<file path="src/hw/rtl/assert_macros.svh">
// assertion helpers shared by the rtl
`ifndef ASSERT_MACROS_SVH
`define ASSERT_MACROS_SVH

// property must hold on every clock edge outside reset
`define MLBT_ASSERT(name, clk, rst_n, prop, msg) \
    name: assert property (@(posedge clk) disable iff (!rst_n) prop) else $error(msg);

// condition must never be seen outside reset
`define MLBT_ASSERT_NEVER(name, clk, rst_n, cond, msg) \
    name: assert property (@(posedge clk) disable iff (!rst_n) !(cond)) else $error(msg);

`endif

</file>
<file path="src/hw/rtl/mlbt_pkg.sv">
package mlbt_pkg;

    localparam int LED_COUNT = 4;
    localparam int TIME_BITS = 24;
    localparam int FIELD_TIME_W = 24;
    localparam int INDEX_W = 3;
    localparam int PIN_W = 4;
    localparam int OFF_RESET = 255;
    localparam int S_TDATA_W = 56;
    localparam int M_TDATA_W = 8;

    typedef enum logic
    {
        MODE_TICK = 1'b0,
        MODE_SET  = 1'b1
    } mode_t;

    typedef struct packed
    {
        logic tick;
        logic set;
    } cell_ctrl_t;

endpackage

</file>
<file path="src/hw/rtl/mlbt_led_cell.sv">
`include "assert_macros.svh"

module mlbt_led_cell #(
    parameter int TIME_BITS = mlbt_pkg::TIME_BITS
) (
    input  logic                 clk,
    input  logic                 rst_n,
    input  mlbt_pkg::cell_ctrl_t ctrl,
    input  logic [TIME_BITS-1:0] on_time,
    input  logic [TIME_BITS-1:0] off_time,
    output logic                 lit_next
);

    localparam logic [TIME_BITS-1:0] One = TIME_BITS'(1);
    localparam logic [TIME_BITS-1:0] OffReset = TIME_BITS'(mlbt_pkg::OFF_RESET);

    logic [TIME_BITS-1:0] on_ticks_reg;
    logic [TIME_BITS-1:0] on_ticks_next;
    logic [TIME_BITS-1:0] off_ticks_reg;
    logic [TIME_BITS-1:0] off_ticks_next;
    logic [TIME_BITS-1:0] remaining_reg;
    logic [TIME_BITS-1:0] remaining_next;
    logic                 lit_reg;
    logic                 pending_reg;
    logic                 pending_next;

    always_comb
    begin
        logic [TIME_BITS-1:0] r;
        logic                 p;
        logic                 l;
        on_ticks_next  = on_ticks_reg;
        off_ticks_next = off_ticks_reg;
        r = remaining_reg;
        p = pending_reg;
        l = lit_reg;
        if (ctrl.set)
        begin
            on_ticks_next  = on_time;
            off_ticks_next = off_time;
            p = 1'b1;
        end
        else if (ctrl.tick)
        begin
            // reload phase
            if (p && l && (off_ticks_reg != '0))
            begin
                l = 1'b0;
                r = off_ticks_reg;
                p = 1'b0;
            end
            else if (p && !l && (on_ticks_reg != '0))
            begin
                l = 1'b1;
                r = on_ticks_reg;
                p = 1'b0;
            end
            // count phase
            if (r > One)
            begin
                r = r - One;
            end
            else if (r == One)
            begin
                p = 1'b1;
            end
        end
        remaining_next = r;
        pending_next   = p;
        lit_next       = l;
    end

    always_ff @(posedge clk or negedge rst_n)
    begin
        if (!rst_n)
        begin
            on_ticks_reg  <= '0;
            off_ticks_reg <= OffReset;
            remaining_reg <= '0;
            lit_reg       <= 1'b0;
            pending_reg   <= 1'b1;
        end
        else
        begin
            on_ticks_reg  <= on_ticks_next;
            off_ticks_reg <= off_ticks_next;
            remaining_reg <= remaining_next;
            lit_reg       <= lit_next;
            pending_reg   <= pending_next;
        end
    end

    `MLBT_ASSERT(a_set_marks_pending, clk, rst_n, ctrl.set |=> pending_reg, "set did not mark pending")
    `MLBT_ASSERT(a_lit_only_on_tick, clk, rst_n, !ctrl.tick |=> $stable(lit_reg), "lit moved without tick")
    `MLBT_ASSERT(a_count_down, clk, rst_n, (ctrl.tick && !pending_reg && (remaining_reg > One)) |=> (remaining_reg == $past(remaining_reg) - One), "count did not decrement")
    `MLBT_ASSERT_NEVER(a_tick_and_set, clk, rst_n, ctrl.tick && ctrl.set, "tick and set together")

endmodule

</file>
<file path="src/hw/rtl/multi_led_blink_timer_top.sv">
// path: input transfer into the input register, then result into the result register
// throughput: one item per cycle while m_tready holds; all leds update in parallel on a tick
// output register frees the input side while a result waits for m_tready
// reset: rst_n asynchronous active low; leds dark and pending, off times 255, mask 0
module multi_led_blink_timer_top #(
    parameter int LED_COUNT = mlbt_pkg::LED_COUNT,
    parameter int TIME_BITS = mlbt_pkg::TIME_BITS
) (
    input  logic                             clk,
    input  logic                             rst_n,
    input  logic                             s_tvalid,
    output logic                             s_tready,
    // led_index[2:0], on_time[26:3], off_time[50:27], zero pad
    input  logic [mlbt_pkg::S_TDATA_W-1:0]   s_tdata,
    // mode[0]
    input  logic                             s_tuser,
    output logic                             m_tvalid,
    input  logic                             m_tready,
    // led_pins[3:0], set_error[4], zero pad
    output logic [mlbt_pkg::M_TDATA_W-1:0]   m_tdata,
    input  logic                             cfg_wr_en,
    input  logic [mlbt_pkg::PIN_W-1:0]       cfg_wr_data
);

    localparam int FieldW = mlbt_pkg::FIELD_TIME_W;
    localparam int IdxW = mlbt_pkg::INDEX_W;
    localparam int PinW = mlbt_pkg::PIN_W;
    localparam int PadW = (LED_COUNT > PinW) ? LED_COUNT : PinW;
    localparam logic [TIME_BITS-1:0] TimeMax = '1;

    logic                 in_valid_reg;
    mlbt_pkg::mode_t      in_mode_reg;
    logic [IdxW-1:0]      in_idx_reg;
    logic [FieldW-1:0]    in_on_reg;
    logic [FieldW-1:0]    in_off_reg;
    logic                 out_valid_reg;
    logic [PinW-1:0]      out_pins_reg;
    logic                 out_err_reg;
    logic [PinW-1:0]      mask_reg;

    logic                 advance;
    logic                 idx_ok;
    logic [TIME_BITS-1:0] on_sat;
    logic [TIME_BITS-1:0] off_sat;
    logic [LED_COUNT-1:0] lit_next;
    logic [PadW-1:0]      lit_pad;

    assign advance  = in_valid_reg && (!out_valid_reg || m_tready);
    assign s_tready = !in_valid_reg || advance;
    assign idx_ok   = ({1'b0, in_idx_reg} < (IdxW + 1)'(LED_COUNT));

    // clamp incoming times to the counter width
    if (TIME_BITS >= FieldW)
    begin : g_time_wide
        assign on_sat  = TIME_BITS'(in_on_reg);
        assign off_sat = TIME_BITS'(in_off_reg);
    end
    else
    begin : g_time_sat
        assign on_sat  = (in_on_reg[FieldW-1:TIME_BITS] != '0) ? TimeMax
                                                               : in_on_reg[TIME_BITS-1:0];
        assign off_sat = (in_off_reg[FieldW-1:TIME_BITS] != '0) ? TimeMax
                                                                : in_off_reg[TIME_BITS-1:0];
    end

    for (genvar i = 0; i < LED_COUNT; i++)
    begin : g_led
        mlbt_pkg::cell_ctrl_t ctrl;

        assign ctrl.tick = advance && (in_mode_reg == mlbt_pkg::MODE_TICK);
        assign ctrl.set  = advance && (in_mode_reg == mlbt_pkg::MODE_SET)
                           && (in_idx_reg == IdxW'(i));

        mlbt_led_cell #(
            .TIME_BITS (TIME_BITS)
        ) u_cell (
            .clk      (clk),
            .rst_n    (rst_n),
            .ctrl     (ctrl),
            .on_time  (on_sat),
            .off_time (off_sat),
            .lit_next (lit_next[i])
        );
    end

    assign lit_pad = PadW'(lit_next);

    always_ff @(posedge clk or negedge rst_n)
    begin
        if (!rst_n)
        begin
            in_valid_reg  <= 1'b0;
            out_valid_reg <= 1'b0;
            mask_reg      <= '0;
        end
        else
        begin
            if (s_tready)
            begin
                in_valid_reg <= s_tvalid;
            end
            if (advance)
            begin
                out_valid_reg <= 1'b1;
            end
            else if (m_tready)
            begin
                out_valid_reg <= 1'b0;
            end
            if (cfg_wr_en)
            begin
                mask_reg <= cfg_wr_data;
            end
        end
    end

    always_ff @(posedge clk)
    begin
        if (s_tvalid && s_tready)
        begin
            in_mode_reg <= mlbt_pkg::mode_t'(s_tuser);
            in_idx_reg  <= s_tdata[IdxW-1:0];
            in_on_reg   <= s_tdata[IdxW+FieldW-1:IdxW];
            in_off_reg  <= s_tdata[IdxW+2*FieldW-1:IdxW+FieldW];
        end
        if (advance)
        begin
            out_pins_reg <= lit_pad[PinW-1:0] ^ mask_reg;
            out_err_reg  <= (in_mode_reg == mlbt_pkg::MODE_SET) && !idx_ok;
        end
    end

    assign m_tvalid = out_valid_reg;
    assign m_tdata  = {(mlbt_pkg::M_TDATA_W - PinW - 1)'(0), out_err_reg, out_pins_reg};

endmodule
</file>
<file path="config.mk">
export PLATFORM = sky130hd
export DESIGN_NAME = multi_led_blink_timer_top
export DESIGN_NICKNAME = d
export VERILOG_FILES = /design/src/hw/rtl/mlbt_pkg.sv /design/src/hw/rtl/mlbt_led_cell.sv /design/src/hw/rtl/multi_led_blink_timer_top.sv
export VERILOG_INCLUDE_DIRS = /design/src /design/src/hw/rtl
export SDC_FILE = /design/constraint.sdc
export NUM_CORES = 1
export LEC_CHECK = 0
export ABC_AREA = 1
export BUFFER_PORTS_ARGS = -buffer_cell sky130_fd_sc_hd__buf_4
export CAP_MARGIN = 20
export CORE_MARGIN = 2
export CORE_UTILIZATION = 60
export DETAILED_ROUTE_END_ITERATION = 8
export GPL_ROUTABILITY_DRIVEN = 0
export PLACE_DENSITY = 0.77
export SLEW_MARGIN = 15
export SYNTH_ARGS = -nofsm -noshare
export SYNTH_HDL_FRONTEND = slang
export SYNTH_SLANG_ARGS = --single-unit
</file>
<file path="constraint.sdc">
create_clock -name clk -period 5.2 [get_ports clk]
set_clock_uncertainty 0.15 [all_clocks]
set_input_delay 0.26 -clock clk [delete_from_list [all_inputs] [get_ports clk]]
set_output_delay 0.26 -clock clk [all_outputs]
set_load 0.05 [all_outputs]
</file>
==> flow_summary.json <==
{
  "grt_usage": 0.374,
  "avgRoutedWirePerCell_microns": 18.8,
  "critical_path_class": "reg -> reg",
  "drc": 0,
  "hold_violations": 0,
  "rrSetupSlack_ns": 1.38,
  "die_h_microns": 201,
  "peakVddDrop_uv": 367,
  "numCtsBuffers": 40,
  "status": "complete, no violations",
  "yosysMostFrequentCell": "nand2_1",
  "seq_power_share": 0.299,
  "r2r_start": "g_led[3].u_cell.off_ticks_reg[13]",
  "cap_violations": 0,
  "io_pins": 76,
  "clk_pin_slew_ns": 0.06,
  "fillers": 3399,
  "power_switching_uw": 8180,
  "cp-startpoint": "g_led[3].u_cell.off_ticks_reg[13]",
  "yosysWarnings": 0,
  "grt_pass1_wl_microns": 119000,
  "drt_iter0_drc": 2771,
  "p_leak_uw": 0.0127,
  "place_worst_setup_slack_ns": 1.52,
  "arrival_ns": 4.17,
  "post_synth_instance_area_sq_um": 23400,
  "io_buffers": 67,
  "p_clk_frac": 0.179,
  "drive_gt1_frac": 0.115,
  "row_count": 72,
  "synth_top_area_share": 0.285,
  "antenna_found_initial": 2,
  "synth_cell_types": 35,
  "nets": 3527,
  "required_ns": 5.55,
  "combPwrFrac": 0.522,
  "ant_nets": 0,
  "clock_latency_ns": 0.59,
  "vias_per_cell": 5.81,
  "netlist_top_cells_count": "nand2_1, nand3_1, inv_1",
  "post-cts-setup-buffer-count": 0,
  "fin_tns_setup_ns": 0,
  "tightest_slew_ns": 0.963,
  "swShare": 0.494,
  "numClockSinks": 359,
  "setup_viol": 0,
  "critPathLaunchType": "flop",
  "relSlewSlack": 0.357,
  "hold_class": "in -> async",
  "num_antenna_cells": 0,
  "synth-seq-area-share": 0.399,
  "h-tree-depth": 2,
  "first_pass_iters": 7,
  "synth-edff-count": 57,
  "critPathCaptureType": "flop",
  "async_flop_share": 0.841,
  "synth-seq-cells": 359,
  "num_vias": 23268,
  "final-max-slew-violation-count": 0,
  "clock.fmax_mhz": 262,
  "die_w_microns": 201,
  "grt_pass1_vias": 21865,
  "grt_max_degree": 106,
  "overflow": 0,
  "place_area_sq_um": 23800,
  "crit_path_max_fanout": 28,
  "syn_area_per_cell_sq_um": 6.86,
  "stdcell_area_sq_um": 25800,
  "synthCells": 3407,
  "intPower_uw": 8380,
  "yosys-top-cells-area": "dfrtp_1, nand2_1, nand3_1, edfxtp_1, inv_1",
  "clockBufferDepth": 3,
  "routed_wl_microns": 75200,
  "rsz0062_at_grt": "false",
  "pwr_density_cell_nw_per_um2": 641,
  "ys.flop_type": "dfrtp_1",
  "start_util": 0.606,
  "finalCritPeriodShare": 0.735,
  "min_period_ns": 3.82,
  "setup_ws_ns": 1.38,
  "area_growth_pct": 10.5,
  "dp_hpwl_microns": 49800,
  "tritoncts": "yes",
  "yosysTopAreaCell": "dfrtp_1",
  "die_area_sq_um": 40500,
  "core_area_sq_um": 38600,
  "clockRootBuffer": "clkbuf_16"
}
## power groups by stage
stage / clock, uW / combinational [uW] / sequential, uW
6_report: 2970 / 8640 / 4940
5_1_grt: 3110 / 9670 / 5050
4_1_cts: 2990 / 8420 / 4900
3_5_place_dp: 0 / 8310 / 4930
3_3_place_gp: 0 / 8120 / 4890
2_1_floorplan: 0 / 6570 / 4660
## path summary, 6_finish.rpt
path,endpoint,depth (start not counted)
max,g_led[3].u_cell.remaining_reg[13],18
min,g_led[2].u_cell.off_ticks_reg[23],2
max reg2reg,g_led[3].u_cell.remaining_reg[13],18
min reg2reg,g_led[0].u_cell.remaining_reg[21],2
max in group asynchronous,g_led[3].u_cell.on_ticks_reg[14],3
min in group clk,in_on_reg[14],2
## critical path: stages (launching register included)
cell,delay [ns]
dfrtp_1,0.40
nor2_1,0.12
nand3_1,0.08
nor2_1,0.22
nand3_1,0.12
nand2_2,0.45
inv_2,0.31
buf_4,0.29
nand2_1,0.08
nand2_1,0.10
nand2_1,0.17
inv_1,0.09
nand2_1,0.15
nor2_1,0.09
nand3_1,0.14
nand2_1,0.08
inv_2,0.44
nand3_2,0.12
nand2_1,0.12
## through the flow
stage | cells | power [uW] | hold WS, ns | utilization
2_1_floorplan | 3409 | 11200 | -0.186 | -
3_3_place_gp | 3860 | 13000 | 0.203 | 0.616
3_5_place_dp | 3860 | 13200 | 0.211 | 0.616
4_1_cts | 4003 | 16300 | 0.201 | 0.669
5_1_grt | 4003 | 17800 | 0.248 | 0.669
6_report | 4003 | 16600 | 0.164 | 0.669
## cell usage in the layout (no fill, tap or decap), types with 32 or more instances in the layout
cell type      netlist  routed
dlygate4sd3_1        0      69
clkbuf_16            0      45
nand2_1           1242    1242
edfxtp_1            57      57
nand2_2             41      41
xor2_1              32      32
nor2_1             277     274
nor2_2              50      50
inv_1              337     335
o21ai_0            207     207
nand3_1            545     545
dfrtp_1            266     266
dfstp_2             36      36
buf_4               20      91
nand3_2             66      66
## routing by layer
layer	global-route usage	vias up	share of wire	routed length, microns
li1	-	10846	-	-
met1	0.502	10717	0.39	29400
met2	0.558	1397	0.43	32100
met3	0.0760	304	0.11	8430
met4	0.227	4	0.069	5210
met5	0	-	0.00037	28
## area by class of cell
type | count | area (sq um) | area share
inverter | 349 | 1310 | 0.0508
sequential | 359 | 9310 | 0.361
clock inverter | 12 | 121 | 0.00470
multi-input combinational | 2540 | 11700 | 0.455
timing repair buffer | 163 | 1430 | 0.0554
tap | 518 | 648 | 0.0251
clock buffer | 62 | 1240 | 0.0480
## cell families after synthesis
logic type / after synthesis / share of synthesized area
adders and majority gates: 8 / 0.00428
muxes: 5 / 0.00241
AOI/OAI and AO/OA: 233 / 0.0513
buffers and inverters: 510 / 0.100
other: 1 / 0.000160
and+or+nand+nor: 2259 / 0.431
DFF: 359 / 0.399
xor gates and xnor gates: 32 / 0.0120
## timing repair
action | 4_1_cts | 5_1_grt
resized for setup | 0 | 0
hold endpoints to repair | 156 | 0
hold buffers | 69 | 0
Note: power is estimated with default switching activity, not from simulation.
